$ cat src/rtl/core/rldh_pkg.sv
package rldh_pkg;

  localparam int unsigned PayloadLimitDef = 65536;
  localparam int unsigned CfgW = 17;
  localparam int unsigned AddrW = 3;
  localparam int unsigned LeftW = 17;
  localparam int unsigned OutDataW = 232;

  // register index carried by paddr[2]
  localparam logic CfgIdxMaxLen = 1'b0;

  localparam logic CmdByte = 1'b0;
  localparam logic CmdEnd = 1'b1;

  typedef enum logic [1:0] {
    KindRecord  = 2'd0,
    KindReject  = 2'd1,
    KindSummary = 2'd2
  } kind_e;

  typedef struct packed {
    logic       cmd;
    logic [7:0] data;
  } in_item_t;

  typedef struct packed {
    kind_e       kind;
    logic [31:0] txn_id;
    logic [31:0] commit_value;
    logic [31:0] payload_len;
    logic [31:0] payload_hash;
    logic [31:0] recovered_count;
    logic [31:0] skipped_count;
    logic [31:0] bytes_read;
    logic        corruption_seen;
  } result_t;

  function automatic logic [31:0] sat_add32(input logic [31:0] a, input logic [31:0] b);
    logic [32:0] s;
    s = {1'b0, a} + {1'b0, b};
    return s[32] ? 32'hFFFF_FFFF : s[31:0];
  endfunction

endpackage

$ cat src/rtl/core/rldh_cfg.sv
module rldh_cfg #(
  parameter int unsigned PayloadLimit = rldh_pkg::PayloadLimitDef
) (
  input  logic                      clk_i,
  input  logic                      rst_ni,
  input  logic                      psel,
  input  logic                      penable,
  input  logic                      pwrite,
  input  logic [rldh_pkg::AddrW-1:0] paddr,
  input  logic [31:0]               pwdata,
  output logic [31:0]               prdata,
  output logic                      pready,
  output logic [31:0]               limit_o
);
  import rldh_pkg::*;

  function automatic logic [31:0] eff_limit(input logic [CfgW-1:0] v);
    logic [31:0] w;
    w = {{(32-CfgW){1'b0}}, v};
    return (w < 32'(PayloadLimit)) ? w : 32'(PayloadLimit);
  endfunction

  localparam logic [CfgW-1:0] MaxLenRst = CfgW'(PayloadLimit);
  localparam logic [31:0] LimitRst = eff_limit(MaxLenRst);

  logic [CfgW-1:0] max_len_q, max_len_d;
  logic [31:0]     limit_q, limit_d;
  logic            wr;

  assign pready = 1'b1;
  assign wr = psel & penable & pwrite & (paddr[2] == CfgIdxMaxLen);

  always_comb begin
    max_len_d = wr ? pwdata[CfgW-1:0] : max_len_q;
    limit_d   = wr ? eff_limit(pwdata[CfgW-1:0]) : limit_q;
  end

  always_ff @(posedge clk_i or negedge rst_ni) begin
    if (!rst_ni) begin
      max_len_q <= MaxLenRst;
      limit_q   <= LimitRst;
    end else begin
      max_len_q <= max_len_d;
      limit_q   <= limit_d;
    end
  end

  assign prdata  = (paddr[2] == CfgIdxMaxLen) ? {{(32-CfgW){1'b0}}, max_len_q} : 32'd0;
  assign limit_o = limit_q;

endmodule

$ cat src/rtl/core/rldh_in_stage.sv
module rldh_in_stage (
  input  logic               clk_i,
  input  logic               rst_ni,
  input  logic               valid_i,
  output logic               ready_o,
  input  rldh_pkg::in_item_t item_i,
  input  logic               take_i,
  output logic               valid_o,
  output rldh_pkg::in_item_t item_o
);
  import rldh_pkg::*;

  logic     valid_q, valid_d;
  in_item_t item_q;
  logic     load;

  // accept while empty or while the held item moves on
  assign ready_o = !valid_q || take_i;
  assign load    = valid_i && ready_o;

  always_comb begin
    valid_d = valid_q;
    if (load) begin
      valid_d = 1'b1;
    end else if (take_i) begin
      valid_d = 1'b0;
    end
  end

  always_ff @(posedge clk_i or negedge rst_ni) begin
    if (!rst_ni) begin
      valid_q <= 1'b0;
    end else begin
      valid_q <= valid_d;
    end
  end

  always_ff @(posedge clk_i) begin
    if (load) begin
      item_q <= item_i;
    end
  end

  assign valid_o = valid_q;
  assign item_o  = item_q;

endmodule

$ cat src/rtl/core/rldh_core.sv
module rldh_core (
  input  logic               clk_i,
  input  logic               rst_ni,
  input  logic               valid_i,
  input  rldh_pkg::in_item_t item_i,
  output logic               take_o,
  input  logic [31:0]        limit_i,
  output logic               out_valid_o,
  input  logic               out_ready_i,
  output rldh_pkg::result_t  out_o
);
  import rldh_pkg::*;

  function automatic logic [31:0] put_byte(input logic [31:0] w, input logic [1:0] lane,
                                           input logic [7:0] b);
    logic [31:0] r;
    r = w;
    r[{lane, 3'b000} +: 8] = b;
    return r;
  endfunction

  logic             in_payload_q, in_payload_d;
  logic [3:0]       hdr_idx_q, hdr_idx_d;
  logic [31:0]      txn_q, txn_d;
  logic [31:0]      commit_q, commit_d;
  logic [31:0]      len_q, len_d;
  logic [LeftW-1:0] left_q, left_d;
  logic [31:0]      hash_q, hash_d;
  logic [31:0]      ok_q, ok_d;
  logic [31:0]      bad_q, bad_d;
  logic [31:0]      bytes_q, bytes_d;
  logic             dmg_q, dmg_d;

  logic    out_valid_q, out_valid_d;
  result_t res_q, res_d;
  logic    fire, emit;

  assign fire   = valid_i && (!out_valid_q || out_ready_i);
  assign take_o = fire;

  always_comb begin
    in_payload_d = in_payload_q;
    hdr_idx_d    = hdr_idx_q;
    txn_d        = txn_q;
    commit_d     = commit_q;
    len_d        = len_q;
    left_d       = left_q;
    hash_d       = hash_q;
    ok_d         = ok_q;
    bad_d        = bad_q;
    bytes_d      = bytes_q;
    dmg_d        = dmg_q;
    emit         = 1'b0;
    res_d        = '0;
    res_d.kind   = KindRecord;

    if (fire) begin
      if (item_i.cmd == CmdEnd) begin
        // a log cut past the first header word or inside a payload is skipped
        if (in_payload_q || (hdr_idx_q[3:2] != 2'd0)) begin
          bad_d = sat_add32(bad_q, 32'd1);
          dmg_d = 1'b1;
        end
        emit                  = 1'b1;
        res_d.kind            = KindSummary;
        res_d.recovered_count = ok_q;
        res_d.skipped_count   = bad_d;
        res_d.bytes_read      = bytes_q;
        res_d.corruption_seen = dmg_d;
        in_payload_d = 1'b0;
        hdr_idx_d    = 4'd0;
        txn_d        = '0;
        commit_d     = '0;
        len_d        = '0;
        left_d       = '0;
        hash_d       = '0;
        ok_d         = '0;
        bad_d        = '0;
        bytes_d      = '0;
        dmg_d        = 1'b0;
      end else if (in_payload_q) begin
        hash_d = ({hash_q[26:0], 5'b00000} + hash_q) ^ {24'd0, item_i.data};
        left_d = left_q - LeftW'(1);
        if (left_q == LeftW'(1)) begin
          in_payload_d          = 1'b0;
          bytes_d               = sat_add32(bytes_q, len_q);
          ok_d                  = sat_add32(ok_q, 32'd1);
          emit                  = 1'b1;
          res_d.kind            = KindRecord;
          res_d.txn_id          = txn_q;
          res_d.commit_value    = commit_q;
          res_d.payload_len     = len_q;
          res_d.payload_hash    = hash_d;
          res_d.recovered_count = ok_d;
          res_d.skipped_count   = bad_q;
          res_d.bytes_read      = bytes_d;
          res_d.corruption_seen = dmg_q;
        end
      end else begin
        case (hdr_idx_q[3:2])
          2'd0:    txn_d    = put_byte(txn_q, hdr_idx_q[1:0], item_i.data);
          2'd1:    commit_d = put_byte(commit_q, hdr_idx_q[1:0], item_i.data);
          default: len_d    = put_byte(len_q, hdr_idx_q[1:0], item_i.data);
        endcase
        hdr_idx_d = hdr_idx_q + 4'd1;
        if (hdr_idx_q[1:0] == 2'd3) begin
          bytes_d = sat_add32(bytes_q, 32'd4);
        end
        if (hdr_idx_q == 4'd11) begin
          hdr_idx_d             = 4'd0;
          hash_d                = '0;
          res_d.txn_id          = txn_d;
          res_d.commit_value    = commit_d;
          res_d.payload_len     = len_d;
          res_d.bytes_read      = bytes_d;
          if (len_d > limit_i) begin
            bad_d                 = sat_add32(bad_q, 32'd1);
            dmg_d                 = 1'b1;
            emit                  = 1'b1;
            res_d.kind            = KindReject;
            res_d.recovered_count = ok_q;
            res_d.skipped_count   = bad_d;
            res_d.corruption_seen = 1'b1;
          end else if (len_d == 32'd0) begin
            ok_d                  = sat_add32(ok_q, 32'd1);
            emit                  = 1'b1;
            res_d.kind            = KindRecord;
            res_d.recovered_count = ok_d;
            res_d.skipped_count   = bad_q;
            res_d.corruption_seen = dmg_q;
          end else begin
            // limit stays below 2^17, so the length fits the down counter
            left_d       = len_d[LeftW-1:0];
            in_payload_d = 1'b1;
          end
        end
      end
    end
  end

  always_comb begin
    out_valid_d = out_valid_q;
    if (fire && emit) begin
      out_valid_d = 1'b1;
    end else if (out_ready_i) begin
      out_valid_d = 1'b0;
    end
  end

  always_ff @(posedge clk_i or negedge rst_ni) begin
    if (!rst_ni) begin
      in_payload_q <= 1'b0;
      hdr_idx_q    <= 4'd0;
      txn_q        <= '0;
      commit_q     <= '0;
      len_q        <= '0;
      left_q       <= '0;
      hash_q       <= '0;
      ok_q         <= '0;
      bad_q        <= '0;
      bytes_q      <= '0;
      dmg_q        <= 1'b0;
      out_valid_q  <= 1'b0;
    end else begin
      in_payload_q <= in_payload_d;
      hdr_idx_q    <= hdr_idx_d;
      txn_q        <= txn_d;
      commit_q     <= commit_d;
      len_q        <= len_d;
      left_q       <= left_d;
      hash_q       <= hash_d;
      ok_q         <= ok_d;
      bad_q        <= bad_d;
      bytes_q      <= bytes_d;
      dmg_q        <= dmg_d;
      out_valid_q  <= out_valid_d;
    end
  end

  always_ff @(posedge clk_i) begin
    if (fire && emit) begin
      res_q <= res_d;
    end
  end

  assign out_valid_o = out_valid_q;
  assign out_o       = res_q;

endmodule

$ cat src/rtl/core/log_record_deframer_with_hash_top.sv
// An item is registered on entry and its result, if any, is registered when the core
// takes the item; the core waits while a held result is not yet accepted.
// Throughput: one byte per cycle, parsed and hashed as it is taken, while no held result stalls.
// Reset (rst_ni low, asynchronous): empties both stages, clears the parse state
// and counters, and sets max_payload_len to PayloadLimit.
module log_record_deframer_with_hash_top #(
  parameter int unsigned PayloadLimit = rldh_pkg::PayloadLimitDef
) (
  input  logic                       clk_i,
  input  logic                       rst_ni,
  input  logic                       s_axis_tvalid,
  output logic                       s_axis_tready,
  input  logic [7:0]                 s_axis_tdata,  // [7:0] data_byte
  input  logic                       s_axis_tuser,  // [0] cmd
  output logic                       m_axis_tvalid,
  input  logic                       m_axis_tready,
  // [31:0] txn_id, [63:32] commit_value, [95:64] payload_len, [127:96] payload_hash,
  // [159:128] recovered_count, [191:160] skipped_count, [223:192] bytes_read,
  // [224] corruption_seen, [231:225] zero
  output logic [rldh_pkg::OutDataW-1:0] m_axis_tdata,
  output logic [1:0]                 m_axis_tuser,  // [1:0] kind
  input  logic                       psel,
  input  logic                       penable,
  input  logic                       pwrite,
  input  logic [rldh_pkg::AddrW-1:0] paddr,
  input  logic [31:0]                pwdata,
  output logic [31:0]                prdata,
  output logic                       pready
);
  import rldh_pkg::*;

  in_item_t s_item, core_item;
  logic     core_valid, core_take;
  logic [31:0] limit;
  result_t  res;

  assign s_item.cmd  = s_axis_tuser;
  assign s_item.data = s_axis_tdata;

  rldh_cfg #(
    .PayloadLimit(PayloadLimit)
  ) u_cfg (
    .clk_i   (clk_i),
    .rst_ni  (rst_ni),
    .psel    (psel),
    .penable (penable),
    .pwrite  (pwrite),
    .paddr   (paddr),
    .pwdata  (pwdata),
    .prdata  (prdata),
    .pready  (pready),
    .limit_o (limit)
  );

  rldh_in_stage u_in (
    .clk_i   (clk_i),
    .rst_ni  (rst_ni),
    .valid_i (s_axis_tvalid),
    .ready_o (s_axis_tready),
    .item_i  (s_item),
    .take_i  (core_take),
    .valid_o (core_valid),
    .item_o  (core_item)
  );

  rldh_core u_core (
    .clk_i       (clk_i),
    .rst_ni      (rst_ni),
    .valid_i     (core_valid),
    .item_i      (core_item),
    .take_o      (core_take),
    .limit_i     (limit),
    .out_valid_o (m_axis_tvalid),
    .out_ready_i (m_axis_tready),
    .out_o       (res)
  );

  assign m_axis_tuser = res.kind;
  assign m_axis_tdata = {7'd0, res.corruption_seen, res.bytes_read, res.skipped_count,
                         res.recovered_count, res.payload_hash, res.payload_len,
                         res.commit_value, res.txn_id};

endmodule

$ cat config.mk
export PLATFORM = sky130hd
export DESIGN_NAME = log_record_deframer_with_hash_top
export DESIGN_NICKNAME = d
export VERILOG_FILES = /design/src/rtl/core/rldh_pkg.sv /design/src/rtl/core/rldh_cfg.sv /design/src/rtl/core/rldh_in_stage.sv /design/src/rtl/core/rldh_core.sv /design/src/rtl/core/log_record_deframer_with_hash_top.sv
export SDC_FILE = /design/constraint.sdc
export NUM_CORES = 1
export LEC_CHECK = 0
export ABC_CLOCK_PERIOD_IN_PS = 17200
export BUFFER_PORTS_ARGS = -buffer_cell sky130_fd_sc_hd__buf_2
export CORE_UTILIZATION = 30
export CTS_CLUSTER_SIZE = 28
export DETAILED_ROUTE_END_ITERATION = 8
export SLEW_MARGIN = 10
export SYNTH_ARGS = -nofsm -noshare
export SYNTH_HDL_FRONTEND = slang
export SYNTH_HIERARCHICAL = 1
export SYNTH_SLANG_ARGS = --single-unit
$ cat constraint.sdc
create_clock -name clk_i -period 17.2 [get_ports clk_i]
set_input_delay 1.72 -clock clk_i [delete_from_list [all_inputs] [get_ports clk_i]]
set_output_delay 1.72 -clock clk_i [all_outputs]
set_load 0.05 [all_outputs]
==> results list <==
- The flow ran to the end, but the final reports show violations.
- Violated checks: DRC
- Average size of a mapped cell: 9.50 um2
- Detailed placement finished with a half-perimeter wire length of 63400 um.
- Buf/Inv on CP: 4
* Setup total negative slack: 0 ps
- For the worst setup path, the data arrival time is 7690 ps.
* Number of buffers added on ports: 279
- CTS Sinks: 518
- The min-delay analysis places its worst path in the category reg2reg.
- Gates resized during post-CTS repair numbered 0.
* Commonest non-fill, non-tap cell in the layout: sky130_fd_sc_hd__nand2_1
* Core area: 0.0969 mm2
- Initial standard-cell utilization of the core: 30.4%
* DR pass1 iterations: 8
- Summing all placed instances gives a cell area of 0.0319 mm2.
- Fill cells in the final layout number 9757.
* Worst vdd ir: 0.0810 mV
- Remaining number of nets flagged by the antenna check after routing: 0
* Tcrit/Tclk final: 43.1%
- Synthesized area: 0.0294 mm2
* Commonest cells after routing, fill and taps aside: sky130_fd_sc_hd__nand2_1 (362), sky130_fd_sc_hd__o21ai_0 (328), sky130_fd_sc_hd__dfrtp_1 (281)
- During I/O placement, the number of pins put on the boundary was 320.
- For this run, the leading register cell type out of synthesis is sky130_fd_sc_hd__dfrtp_1.
* Clock-pin transition on the worst setup and hold timing paths: 60 ps
- Global-route wire length before repair: 141000 um
* Yosys warnings: 6
* Relative area change from synthesis to final layout: 15.7%
* Clock insertion delay at the later pin of the skew report: 650 ps
* Num CTS Buffers: 59
- At the worst endpoint, the required time is 17470 ps.
* Asr flop ratio synth: 54.4%
* Clock Tree Root: sky130_fd_sc_hd__clkbuf_16
* Relative slew slack: 21.6%
- The number of global-route vias before repair is 23200.
* GRT Total Usage: 18.3%
* Crit path max fanout: 68
- STA classifies the critical path startpoint as a flop.
* Die Footprint: 0.0993 mm2
- Cell type of the slowest stage on the worst timing path: sky130_fd_sc_hd__nor2_4
* Die extent in y: 315 um
- Critical path capture point type: flop
* Deepest level of the CTS H-tree: 2
- Dividing the detail-routed via count by the number of cells gives 5.42.
* Starting DRT DRC Count: 2258
- Vias after detailed routing: 24900
- Routability-driven placement finished with a final weighted congestion of 0.890.
- Drt total wl: 93300 um
- Buffers added to address setup during post-CTS repair amount to 0.
- Aggregate global routing overflow: 0
- Minimum period implied by the final worst setup slack: 7420 ps
* Top delay family on crit path: simple AND/OR/NAND/NOR gates
* P per Cell Area: 99.5 mW/mm2
- At the pin with the least slew margin, the transition time is 1170 ps.
- RSZ-0062 raised after global routing: false
- The final count of hold timing violations was 0.
- Sequential cells were found to cover 48.1% of the synthesized design area.
- Synthesis inferred 518 register bits.
- Number of instances in the synthesized netlist: 3096
- After synthesis, the netlist uses 89 different library cells.
- Max incr delay on CP: 920 ps
* Maximum buffer depth of the clock tree: 3
- Dividing the detail-routed wire length by the instance count gives 20.3 um.
* Number of setup violations in the final report: 0
* Maximum number of pins on one net before global-route repair: 93
* Share of final-layout standard cells stronger than drive strength 1: 15.5%
- Crit Path Category: reg2reg
* Quantity of hold-fixing buffers added after cts: 0
- Net total in the final layout: 3426
- Max-slew violations: 0
- Cell area after layout: 0.0340 mm2
- TritonCTS built the clock tree.
- The tightest hold path in the finished design has a slack of 482 ps.
* Max_cap viols: 0
- Die span in x: 315 um
* Antenna violations before repair: 3
- On the final layout, the worst clock skew is 25.5 ps.
* Top achievable clock speed: 0.135 GHz
- The signal on the critical path passes through inv_1 -> ha_1 -> and3b_1 -> nand2_1 -> nor2_1 -> a21oi_1 -> inv_1 -> ha_1 -> nand4_1 -> or2_2 -> a211oi_1 -> o31ai_1 -> and2_1 -> nand2_1 -> a21oi_1 -> nor2_4 -> buf_4 -> buf_4.
- The synthesized design contains 236 enable-type register cells.
- After floorplanning, the core was divided into 114 placement rows.
- Summed over all cells, the static leakage comes to 14.6 nW.
- Post-route DRC: 26
-- state kept, by name (all words and copies together), names as in the netlist, 4 cells and up --
register / flops
u_core/ok_q: 32
u_core/hash_q: 32
u_cfg/max_len_q: 17
u_cfg/limit_o: 16
u_in/item_o: 9
u_core/left_q: 17
u_core/commit_q: 32
u_core/bytes_q: 32
u_core/txn_q: 32
u_core/len_q: 32
u_core/hdr_idx_q: 4
u_core/bad_q: 32
u_core/out_o: 227
-- final timing paths --
path,cells past startpoint,slack [ps],from,end
max in group asynchronous,3,13790,rst_ni,u_cfg/limit_o[11]
min in group asynchronous,1,1100,rst_ni,u_core/ok_q[17]
max,18,9780,u_core/hdr_idx_q[0],u_core/out_o[179]
min reg2reg,1,480,u_core/commit_q[4],u_core/commit_q[4]
max reg2reg,18,9780,u_core/hdr_idx_q[0],u_core/out_o[179]
min,1,480,u_core/commit_q[4],u_core/commit_q[4]
-- cell families after synthesis --
| family | Yosys count | synth area share (%) |
|---|---|---|
| buffers and inverters | 359 | 5.34 |
| other | 3 | 0.0383 |
| multiplexers | 41 | 1.93 |
| AO/OA/AOI/OAI | 1018 | 22.1 |
| flip-flops | 518 | 48.1 |
| XOR/XNOR | 60 | 1.79 |
| AND/OR/NAND/NOR | 994 | 16.3 |
| adder cells (fa/ha/maj) | 103 | 4.43 |
-- area by class of cell --
type                    count  area, um2  share of cell area, %
diodes                      1       2.50                0.00735
clock buffers              66       1540                   4.53
clock inverters            46        638                   1.87
inverters                 107        402                   1.18
multi-input cells        2254      13900                   40.9
flip-flops and latches    518      14100                   41.5
well taps                1276       1600                   4.69
repair buffers            332       1800                   5.30
-- routing by layer --
layer | share of wire (%) | global-route usage [%]
met3 | 6.4 | 2.60
met1 | 42 | 24.1
met5 | 0 | 0
met4 | 3.7 | 7.09
met2 | 47 | 30.0
-- power breakdown --
group / internal [W] / switching (W)
Sequential: 0.00137 / 0.0000416
Combinational: 0.000126 / 0.000432
Clock: 0.000838 / 0.000576
Total: 0.00234 / 0.00105
-- through the flow --
step	total power, W	setup slack [ps]	util [%]	std cells
final	0.00339	9780	35.2	4600
after global routing	0.00351	9250	35.2	4599
after CTS	0.00343	9760	35.2	4599
after detailed placement	0.00200	9780	32.9	4487
after global placement	0.00199	9920	32.9	4487
after floorplan	0.00184	3680	-	3131
-- cells in the mapped netlist (12+ instances only) --
| master | n | area (um2) |
|---|---|---|
| sky130_fd_sc_hd__a32o_1 | 66 | 661 |
| sky130_fd_sc_hd__a22o_1 | 37 | 324 |
| sky130_fd_sc_hd__inv_1 | 105 | 394 |
| sky130_fd_sc_hd__nor3_1 | 36 | 180 |
| sky130_fd_sc_hd__o21ai_1 | 19 | 95.1 |
| sky130_fd_sc_hd__o22ai_1 | 23 | 144 |
| sky130_fd_sc_hd__o21a_1 | 17 | 128 |
| sky130_fd_sc_hd__edfxtp_1 | 236 | 7090 |
| sky130_fd_sc_hd__a311oi_1 | 23 | 201 |
| sky130_fd_sc_hd__a31oi_1 | 51 | 319 |
| sky130_fd_sc_hd__nor4_1 | 12 | 75.1 |
| sky130_fd_sc_hd__ha_1 | 101 | 1260 |
| sky130_fd_sc_hd__xor2_1 | 22 | 193 |
| sky130_fd_sc_hd__buf_2 | 19 | 95.1 |
| sky130_fd_sc_hd__o21ai_0 | 329 | 1650 |
| sky130_fd_sc_hd__a21o_1 | 46 | 345 |
| sky130_fd_sc_hd__and4_1 | 13 | 114 |
| sky130_fd_sc_hd__o31ai_1 | 13 | 97.6 |
| sky130_fd_sc_hd__nand4_1 | 46 | 288 |
| sky130_fd_sc_hd__o22a_1 | 27 | 236 |
| sky130_fd_sc_hd__a21oi_1 | 227 | 1140 |
| sky130_fd_sc_hd__clkbuf_1 | 181 | 679 |
| sky130_fd_sc_hd__dfrtp_1 | 281 | 7030 |
| sky130_fd_sc_hd__and3_1 | 70 | 438 |
| sky130_fd_sc_hd__nand2_1 | 363 | 1360 |
| sky130_fd_sc_hd__xnor2_1 | 38 | 333 |
| sky130_fd_sc_hd__mux2_4 | 30 | 450 |
| sky130_fd_sc_hd__o211ai_1 | 14 | 105 |
| sky130_fd_sc_hd__nor2_1 | 193 | 724 |
| sky130_fd_sc_hd__buf_4 | 41 | 308 |
| sky130_fd_sc_hd__and2_1 | 12 | 75.1 |
| sky130_fd_sc_hd__nand3_1 | 91 | 455 |
| sky130_fd_sc_hd__nand2b_1 | 15 | 93.8 |
| sky130_fd_sc_hd__a22oi_1 | 24 | 180 |
| sky130_fd_sc_hd__nor2b_1 | 104 | 651 |
(Power assumes the default switching activity.)
